===== src/hw/rtl/irm_pkg.sv =====
`timescale 1ns / 1ps
// ----------------------------------------------------------------------------
// irm_pkg
// Shared types and constants of the ICMP reply matcher: transaction payloads,
// status codes, register indexes and header geometry.
// ----------------------------------------------------------------------------
package irm_pkg;

   // byte position counter width, holds up to 2047
   localparam int POS_W            = 11;
   localparam int POS_LIMIT        = 2047;
   localparam int MAX_PACKET_BYTES = 1024;

   // header geometry in bytes
   localparam int ICMP_HDR_BYTES = 8;
   localparam int ID_OFFSET      = 4;
   localparam int SRC_FIRST      = 12;
   localparam int SRC_LAST       = 15;

   // configuration port
   localparam int CSR_INDEX_W = 3;
   localparam int CSR_DATA_W  = 32;

   typedef enum logic [CSR_INDEX_W-1:0] {
      CSR_EXPECTED_ID        = 3'd0,
      CSR_EXPECTED_SEQ       = 3'd1,
      CSR_SEND_TIME          = 3'd2,
      CSR_ECHO_REPLY_TYPE    = 3'd3,
      CSR_TIME_EXCEEDED_TYPE = 3'd4
   } csr_index_type;

   localparam logic [7:0] TIME_EXCEEDED_RESET = 8'd11;

   typedef enum logic [1:0] {
      STATUS_OK        = 2'd0,
      STATUS_SHORT     = 2'd1,
      STATUS_OTHER     = 2'd2,
      STATUS_TRUNCATED = 2'd3
   } status_type;

   typedef struct packed {
      logic [7:0]  data_byte;
      logic        last_byte;
      logic [31:0] now_ms;
   } req_payload_type;

   typedef struct packed {
      status_type  status;
      logic        matched;
      logic        was_time_exceeded;
      logic [31:0] source_ip;
      logic [31:0] round_trip_ms;
   } rsp_payload_type;

endpackage


===== src/hw/rtl/icmp_reply_matcher.sv =====
`timescale 1ns / 1ps
// ----------------------------------------------------------------------------
// icmp_reply_matcher
// Parses a received IPv4 packet byte by byte and reports ICMP reply status,
// id/sequence match, source address and round trip time.
// ----------------------------------------------------------------------------
// Usage:
//   req_* carries one packet byte per transaction, starting at the outer IP
//   header; last_byte marks the final byte, now_ms is sampled there.
//   rsp_* carries one result per packet, valid in the cycle after the final byte is
//   accepted. csr_* writes the expected id/sequence, send time and the two
//   ICMP type codes; write only while no packet is in progress.
//   Throughput: one byte per cycle while req_ready is high. The per-byte work
//   (position compares, capture, header length adds and the round trip
//   subtract) sits between the packet state registers and the result register.
//   The result register is freed the same cycle it is taken, so req_ready
//   stays high unless a result is held and rsp_ready is low; a stalled
//   receiver holds the result and stops byte intake only in that case.
//   Reset clears the packet state and the result valid flag and loads the
//   register defaults (time exceeded type 11, others zero).
//   Bytes beyond MAX_BYTES (capped at 2047) are ignored until last.
// ----------------------------------------------------------------------------
module icmp_reply_matcher
   import irm_pkg::*;
#(
   parameter int MAX_BYTES = MAX_PACKET_BYTES
) (
   input  logic                   clock,
   input  logic                   reset,
   input  logic                   req_valid,
   output logic                   req_ready,
   input  req_payload_type        req_payload,
   output logic                   rsp_valid,
   input  logic                   rsp_ready,
   output rsp_payload_type        rsp_payload,
   input  logic                   csr_wr_en,
   input  logic [CSR_INDEX_W-1:0] csr_index,
   input  logic [CSR_DATA_W-1:0]  csr_wdata
);

   localparam int POS_CAP = (MAX_BYTES < POS_LIMIT) ? MAX_BYTES : POS_LIMIT;
   localparam logic [POS_W-1:0] CAP_VAL = POS_W'(POS_CAP);

   // configuration registers
   logic [15:0] expected_id_ff;
   logic [15:0] expected_seq_ff;
   logic [31:0] send_time_ff;
   logic [7:0]  echo_type_ff;
   logic [7:0]  te_type_ff;

   // packet state
   logic [POS_W-1:0] pos_ff, pos_in;
   logic [5:0]       outer_len_ff, outer_len_in;
   logic [7:0]       msg_type_ff, msg_type_in;
   logic [5:0]       inner_len_ff, inner_len_in;
   logic [15:0]      id_ff, id_in;
   logic [15:0]      seq_ff, seq_in;
   logic [31:0]      source_ff, source_in;
   logic [1:0]       seen_ff, seen_in;

   // result register
   logic            rsp_valid_ff;
   rsp_payload_type rsp_ff, rsp_in;

   logic             accept;
   logic             take;
   logic [7:0]       b;
   logic [POS_W-1:0] h_ext;
   logic [POS_W-1:0] h_icmp_end;
   logic [POS_W-1:0] base;
   logic [POS_W-1:0] off;
   logic             have_base;
   logic             is_echo;
   logic             is_te;
   status_type       status;

   assign req_ready   = !rsp_valid_ff || rsp_ready;
   assign accept      = req_valid && req_ready;
   assign rsp_valid   = rsp_valid_ff;
   assign rsp_payload = rsp_ff;
   assign b           = req_payload.data_byte;
   assign take        = pos_ff < CAP_VAL;

   // per-byte capture
   always_comb begin
      outer_len_in = outer_len_ff;
      msg_type_in  = msg_type_ff;
      inner_len_in = inner_len_ff;
      id_in        = id_ff;
      seq_in       = seq_ff;
      source_in    = source_ff;
      seen_in      = seen_ff;
      pos_in       = pos_ff;
      have_base    = 1'b0;
      base         = '0;
      off          = '0;
      h_ext        = POS_W'(outer_len_ff);
      h_icmp_end   = h_ext + POS_W'(ICMP_HDR_BYTES);
      if (take) begin
         if (pos_ff == '0) begin
            outer_len_in = {b[3:0], 2'b00};
         end
         h_ext      = POS_W'(outer_len_in);
         h_icmp_end = h_ext + POS_W'(ICMP_HDR_BYTES);
         if (pos_ff >= POS_W'(SRC_FIRST) && pos_ff <= POS_W'(SRC_LAST)) begin
            source_in = {source_ff[23:0], b};
         end
         if (pos_ff == h_ext) begin
            msg_type_in = b;
         end
         if (pos_ff == h_icmp_end) begin
            inner_len_in = {b[3:0], 2'b00};
         end
         // locate the id/sequence field
         if (pos_ff > h_ext && msg_type_in == echo_type_ff) begin
            have_base = 1'b1;
            base      = h_ext + POS_W'(ID_OFFSET);
         end else if (pos_ff > h_icmp_end && msg_type_in == te_type_ff) begin
            have_base = 1'b1;
            base      = h_icmp_end + POS_W'(inner_len_in) + POS_W'(ID_OFFSET);
         end
         off = pos_ff - base;
         if (have_base && pos_ff >= base) begin
            case (off)
               POS_W'(0): id_in[15:8] = b;
               POS_W'(1): begin
                  id_in[7:0] = b;
                  seen_in[0] = 1'b1;
               end
               POS_W'(2): seq_in[15:8] = b;
               POS_W'(3): begin
                  seq_in[7:0] = b;
                  seen_in[1] = 1'b1;
               end
               default: ;
            endcase
         end
         pos_in = pos_ff + POS_W'(1);
      end
   end

   // result of the packet from the updated state
   always_comb begin
      is_echo = msg_type_in == echo_type_ff;
      is_te   = !is_echo && msg_type_in == te_type_ff;
      if (pos_in < POS_W'(outer_len_in) + POS_W'(ICMP_HDR_BYTES)) begin
         status = STATUS_SHORT;
      end else if (!is_echo && !is_te) begin
         status = STATUS_OTHER;
      end else if (seen_in != 2'b11) begin
         status = STATUS_TRUNCATED;
      end else begin
         status = STATUS_OK;
      end
      rsp_in.status            = status;
      rsp_in.matched           = (status == STATUS_OK) && id_in == expected_id_ff
                                 && seq_in == expected_seq_ff;
      rsp_in.was_time_exceeded = (status == STATUS_OK || status == STATUS_TRUNCATED)
                                 && is_te;
      rsp_in.source_ip         = source_in;
      rsp_in.round_trip_ms     = req_payload.now_ms - send_time_ff;
   end

   // packet state, cleared after the final byte
   always_ff @(posedge clock) begin
      if (reset || (accept && req_payload.last_byte)) begin
         pos_ff       <= '0;
         outer_len_ff <= '0;
         msg_type_ff  <= '0;
         inner_len_ff <= '0;
         id_ff        <= '0;
         seq_ff       <= '0;
         source_ff    <= '0;
         seen_ff      <= '0;
      end else if (accept) begin
         pos_ff       <= pos_in;
         outer_len_ff <= outer_len_in;
         msg_type_ff  <= msg_type_in;
         inner_len_ff <= inner_len_in;
         id_ff        <= id_in;
         seq_ff       <= seq_in;
         source_ff    <= source_in;
         seen_ff      <= seen_in;
      end
   end

   // result register
   always_ff @(posedge clock) begin
      if (reset) begin
         rsp_valid_ff <= 1'b0;
      end else if (accept && req_payload.last_byte) begin
         rsp_valid_ff <= 1'b1;
      end else if (rsp_ready) begin
         rsp_valid_ff <= 1'b0;
      end
   end

   always_ff @(posedge clock) begin
      if (accept && req_payload.last_byte) begin
         rsp_ff <= rsp_in;
      end
   end

   // configuration writes
   always_ff @(posedge clock) begin
      if (reset) begin
         expected_id_ff  <= '0;
         expected_seq_ff <= '0;
         send_time_ff    <= '0;
         echo_type_ff    <= '0;
         te_type_ff      <= TIME_EXCEEDED_RESET;
      end else if (csr_wr_en) begin
         case (csr_index)
            CSR_EXPECTED_ID:        expected_id_ff  <= csr_wdata[15:0];
            CSR_EXPECTED_SEQ:       expected_seq_ff <= csr_wdata[15:0];
            CSR_SEND_TIME:          send_time_ff    <= csr_wdata[31:0];
            CSR_ECHO_REPLY_TYPE:    echo_type_ff    <= csr_wdata[7:0];
            CSR_TIME_EXCEEDED_TYPE: te_type_ff      <= csr_wdata[7:0];
            default: ;
         endcase
      end
   end

   // a match is only reported for a complete, recognized reply
   assert property (@(posedge clock) disable iff (reset)
      rsp_valid_ff |-> (!rsp_ff.matched || rsp_ff.status == STATUS_OK))
      else $error("match flagged on a bad status");

   // short or unrecognized packets never report time exceeded
   assert property (@(posedge clock) disable iff (reset)
      rsp_valid_ff && (rsp_ff.status == STATUS_SHORT || rsp_ff.status == STATUS_OTHER)
      |-> !rsp_ff.was_time_exceeded)
      else $error("time exceeded flagged on a short or other packet");

   // the final byte clears packet state and raises a result
   assert property (@(posedge clock) disable iff (reset)
      accept && req_payload.last_byte |=> rsp_valid_ff && pos_ff == '0 && seen_ff == 2'b00)
      else $error("final byte did not produce a result and clear state");

   // the position counter never runs past the cap
   assert property (@(posedge clock) disable iff (reset)
      pos_ff <= CAP_VAL)
      else $error("byte position beyond cap");

endmodule


===== config.mk =====
export PLATFORM = sky130hd
export DESIGN_NAME = icmp_reply_matcher
export DESIGN_NICKNAME = d
export VERILOG_FILES = /design/src/hw/rtl/irm_pkg.sv /design/src/hw/rtl/icmp_reply_matcher.sv
export SDC_FILE = /design/constraint.sdc
export NUM_CORES = 1
export LEC_CHECK = 0
export BUFFER_PORTS_ARGS = -buffer_cell sky130_fd_sc_hd__clkbuf_2
export CORE_ASPECT_RATIO = 0.5
export CORE_MARGIN = 1.5
export CORE_UTILIZATION = 55
export CTS_BUF_LIST = sky130_fd_sc_hd__clkbuf_4
export CTS_CLUSTER_SIZE = 8
export DETAILED_ROUTE_END_ITERATION = 6
export HOLD_SLACK_MARGIN = 0.03
export PLACE_DENSITY = 0.78
export SYNTH_ARGS = -nofsm -noshare
export SYNTH_HDL_FRONTEND = slang
export SYNTH_SLANG_ARGS = --single-unit
export TNS_END_PERCENT = 100

===== constraint.sdc =====
create_clock -name clock -period 7.8 [get_ports clock]
set_input_delay 0.39 -clock clock [delete_from_list [all_inputs] [get_ports clock]]
set_output_delay 0.39 -clock clock [all_outputs]
set_load 0.02 [all_outputs]

==> results.md <==
* Pre-Repair DR Iteration Count at 6
* Via density at 5.63
* Fill cells at 1962
* Drt wl/cell at 17.1 um
* Share of the synthesized area in the top cell type at 26.3%
* Cell Pwr Density at 182 nW/um^2
* # DRC at 0
* Reg area at 5610 sq um
* CTS tree: yes
* Relative slew slack at 19.1%
* Clock Sink Count at 246
* Final nets at 1987
* Buf+Inv Stages, Crit Path at 8
* Post-DP Area at 15000 sq um
* Unrepaired setup endpoints after global routing: yes
* Die H at 114 um
* Final setup skew at 0.0474 ns
* Critical Path Max Stage Delay at 0.53 ns
* Run status: complete, no violations
* Routed Antenna Nets at 0
* Endpoints failing hold at 0
* Largest net degree at the start of global routing at 94
* Rows at 40
* Netlist Area Pre-Place at 13500 sq um
* GR Overflow Total at 0
* Multi-input logic area at 7520 sq um
* Crit path DAT at 8.30 ns
* First-pass GRT wire length at 59100 um
* CP max FO at 6
* YS warnings at 0
* CP delay by family, top: simple AND/OR/NAND/NOR gates
* DR vias at 12400
* Layout cells sized above 1 at 21.4%
* Tcrit/Tclk final at 99.2%
* Post-synthesis area per instance at 8.51 sq um
* Root Driver: clkbuf_4
* RR Startpoint: pos_ff[1]$_SDFFE_PP0P_
* Setup TNS at 0 ns
* Initial antenna violation count at 1
* Primary FF master, synth: dfxtp_1
* Total core area at 24100 sq um
* Grt met1 use at 39.3%
* Chip width at 225 um
* M2 GR Usage at 46.2%
* Pleak at 6.58 nW
* FFs w/ async S/R, synth at 0%
* Syn-to-layout area delta at 20.5%
* CP Capture Type: flip-flop
* Seq/Total Area, Yosys at 41.4%
* CTS clk-pin slew, worst paths at 0.08 ns
* CTS Buffer Depth at 3
* Final min period at 7.74 ns
* Global-route usage over all layers at 28.9%
* Top cells by area, synth: dfxtp_1 26%, edfxtp_1 15%, ha_1 6.8%, nand2_1 6.7%, a21oi_1 5.8%
* Worst vdd rail ir drop at 0.0836 mV
* GRT Max-Usage Layer: met2
* Hold Path Origin: rsp_ready
* Fmax at 129 MHz
* Netlist cell types at 81
* CP max stage cell: or4b_4
* Final instance area at 16300 sq um
* WHS at 0.0763 ns
* DP Wirelength at 26000 um
* Synth Instances at 1590
* Syn Nets at 1747
* Number of port buffers at 150
* Setup crit start kind: flip-flop
* Clk_lat worst skew at 0.73 ns
* Req. time, crit path at 8.36 ns
* Starting density of the core at 56.2%
* Number of synthesized register bits at 246
* Full die area at 25600 sq um
* Vias in the first global route at 11700
* GRT met3 Usage at 5.82%
* CTS H-tree lvls at 2
* Num ports at 151
* Post-synth EDFFs at 68
* Number of buffers created by CTS at 55
* Critical Path Start: pos_ff[1]$_SDFFE_PP0P_
* DRT iter0 DRCs at 924
* Placer congestion estimate at 0.939
* Final Max Tran Viols at 0
* Worst min path class: input pin to flip-flop
* Area leader, netlist: dfxtp_1
* Max capacitance violation total at 0
* Final setup violation count at 0
* Crit path kind: flip-flop to flip-flop
* WL final at 37700 um
* Worst slew pin tran at 1.21 ns
## cell families (layout without fill, tap and decap cells)
| group | Yosys count | in the layout | synth area share, % |
|---|---|---|---|
| flops | 246 | 246 | 41.4 |
| buf+inv | 175 | 456 | 5.02 |
| xor+xnor | 93 | 93 | 6.02 |
| fa+ha+maj | 76 | 76 | 7.20 |
| other cells | 0 | 1 | 0 |
| mux | 65 | 65 | 5.07 |
| simple gates | 625 | 625 | 21.3 |
| compound gates | 310 | 310 | 13.9 |
## layout by cell type (no fill, tap or decap), types with 6 or more instances in the layout
master / count
a21o_1: 15
a21oi_1: 155
a31oi_1: 9
and2_1: 8
and3_1: 13
buf_4: 77
clkbuf_2: 149
clkbuf_4: 72
clkinv_1: 18
clkinv_2: 6
dfxtp_1: 176
dlygate4sd3_1: 33
edfxtp_1: 68
ha_1: 66
inv_1: 87
mux2_2: 28
mux2i_1: 35
nand2_1: 239
nand2b_1: 10
nand3_1: 24
nand3b_1: 9
nand4_1: 10
nor2_1: 173
nor2b_1: 17
nor3_1: 63
nor3b_1: 12
o211ai_1: 8
o21a_1: 8
o21ai_0: 39
o22ai_1: 9
or4_1: 6
xnor2_1: 60
xor2_1: 32
## cell usage after synthesis (all sizes together) (9+ instances only)
library cell,n
a21o,15
a21oi,159
a31oi,11
and3,14
buf,11
clkbuf,71
dfxtp,178
edfxtp,68
ha,73
inv,91
mux2,28
mux2i,37
nand2,240
nand2b,12
nand3,24
nand3b,9
nand4,11
nor2,176
nor2b,18
nor3,64
nor3b,13
o21ai,41
o22ai,9
xnor2,61
xor2,32
## per-stage QoR
step           setup WS, ns  util (%)  power, mW  std cells
5_1_grt              -0.326      67.7       3.09       2208
3_3_place_gp          0.125      62.1       1.92       2058
6_report             0.0619      67.7       2.96       2208
4_1_cts              0.0301      66.4       2.93       2189
3_5_place_dp         -0.153      62.1       1.93       2058
2_1_floorplan        0.0292         -       1.76       1590
## worst paths after layout
kind / to / slack, ns / depth (start not counted)
max: rsp_payload[65]$_DFFE_PP_ / 0.06 / 36
min: rsp_valid$_SDFFE_PP0P_ / 0.08 / 3
max reg2reg: rsp_payload[65]$_DFFE_PP_ / 0.06 / 36
min reg2reg: send_time_ff[7]$_SDFFE_PP0P_ / 0.46 / 2
## sequential cells by signal, summed over array words and instances, names as in the netlist, 11 cells and up
name	flops
expected_seq_ff	16
id_ff	16
send_time_ff	32
rsp_payload	68
expected_id_ff	16
pos_ff	11
seq_ff	16
source_ff	32
## repair_timing
item,in CTS,in global routing
setup endpoints to repair,1,16
hold buffers,33,0
endpoints found under the hold margin,81,0
pin swaps,1,24
resized for setup,7,37
buffers inserted,0,18
## per-layer routing
metal | part of all wire, % | wire, um
met3 | 7.7 | 2910
met4 | 2.2 | 836
met2 | 45 | 16900
met5 | 0 | 0
met1 | 45 | 17100
## final cells by class
type                       instances  area share [%]
clock buffer                      72            3.31
antenna                            1          0.0153
sequential                       246            34.4
clock inverter                    26           0.882
tap                              336            2.58
multi-input combinational       1169            46.1
inverter                          93            2.14
timing repair buffer             265            10.6
## worst reg2reg max path, delay by kind of cell (launching register included)
| kind | cells | cell delay [ns] |
|---|---|---|
| muxes | 1 | 0.24 |
| adders and majority gates | 7 | 1.64 |
| and+or+nand+nor | 12 | 3.16 |
| buffers and inverters | 8 | 0.83 |
| DFF | 1 | 0.33 |
| xor gates and xnor gates | 2 | 0.34 |
| AOI/OAI and AO/OA | 6 | 1.08 |
## where the power goes
| part | switching (mW) | internal [mW] |
|---|---|---|
| registers | 0.0273 | 1.36 |
| logic | 0.325 | 0.241 |
| clock network | 0.536 | 0.470 |
| total | 0.889 | 2.07 |
No activity file was read; power rests on OpenSTA's default activity.
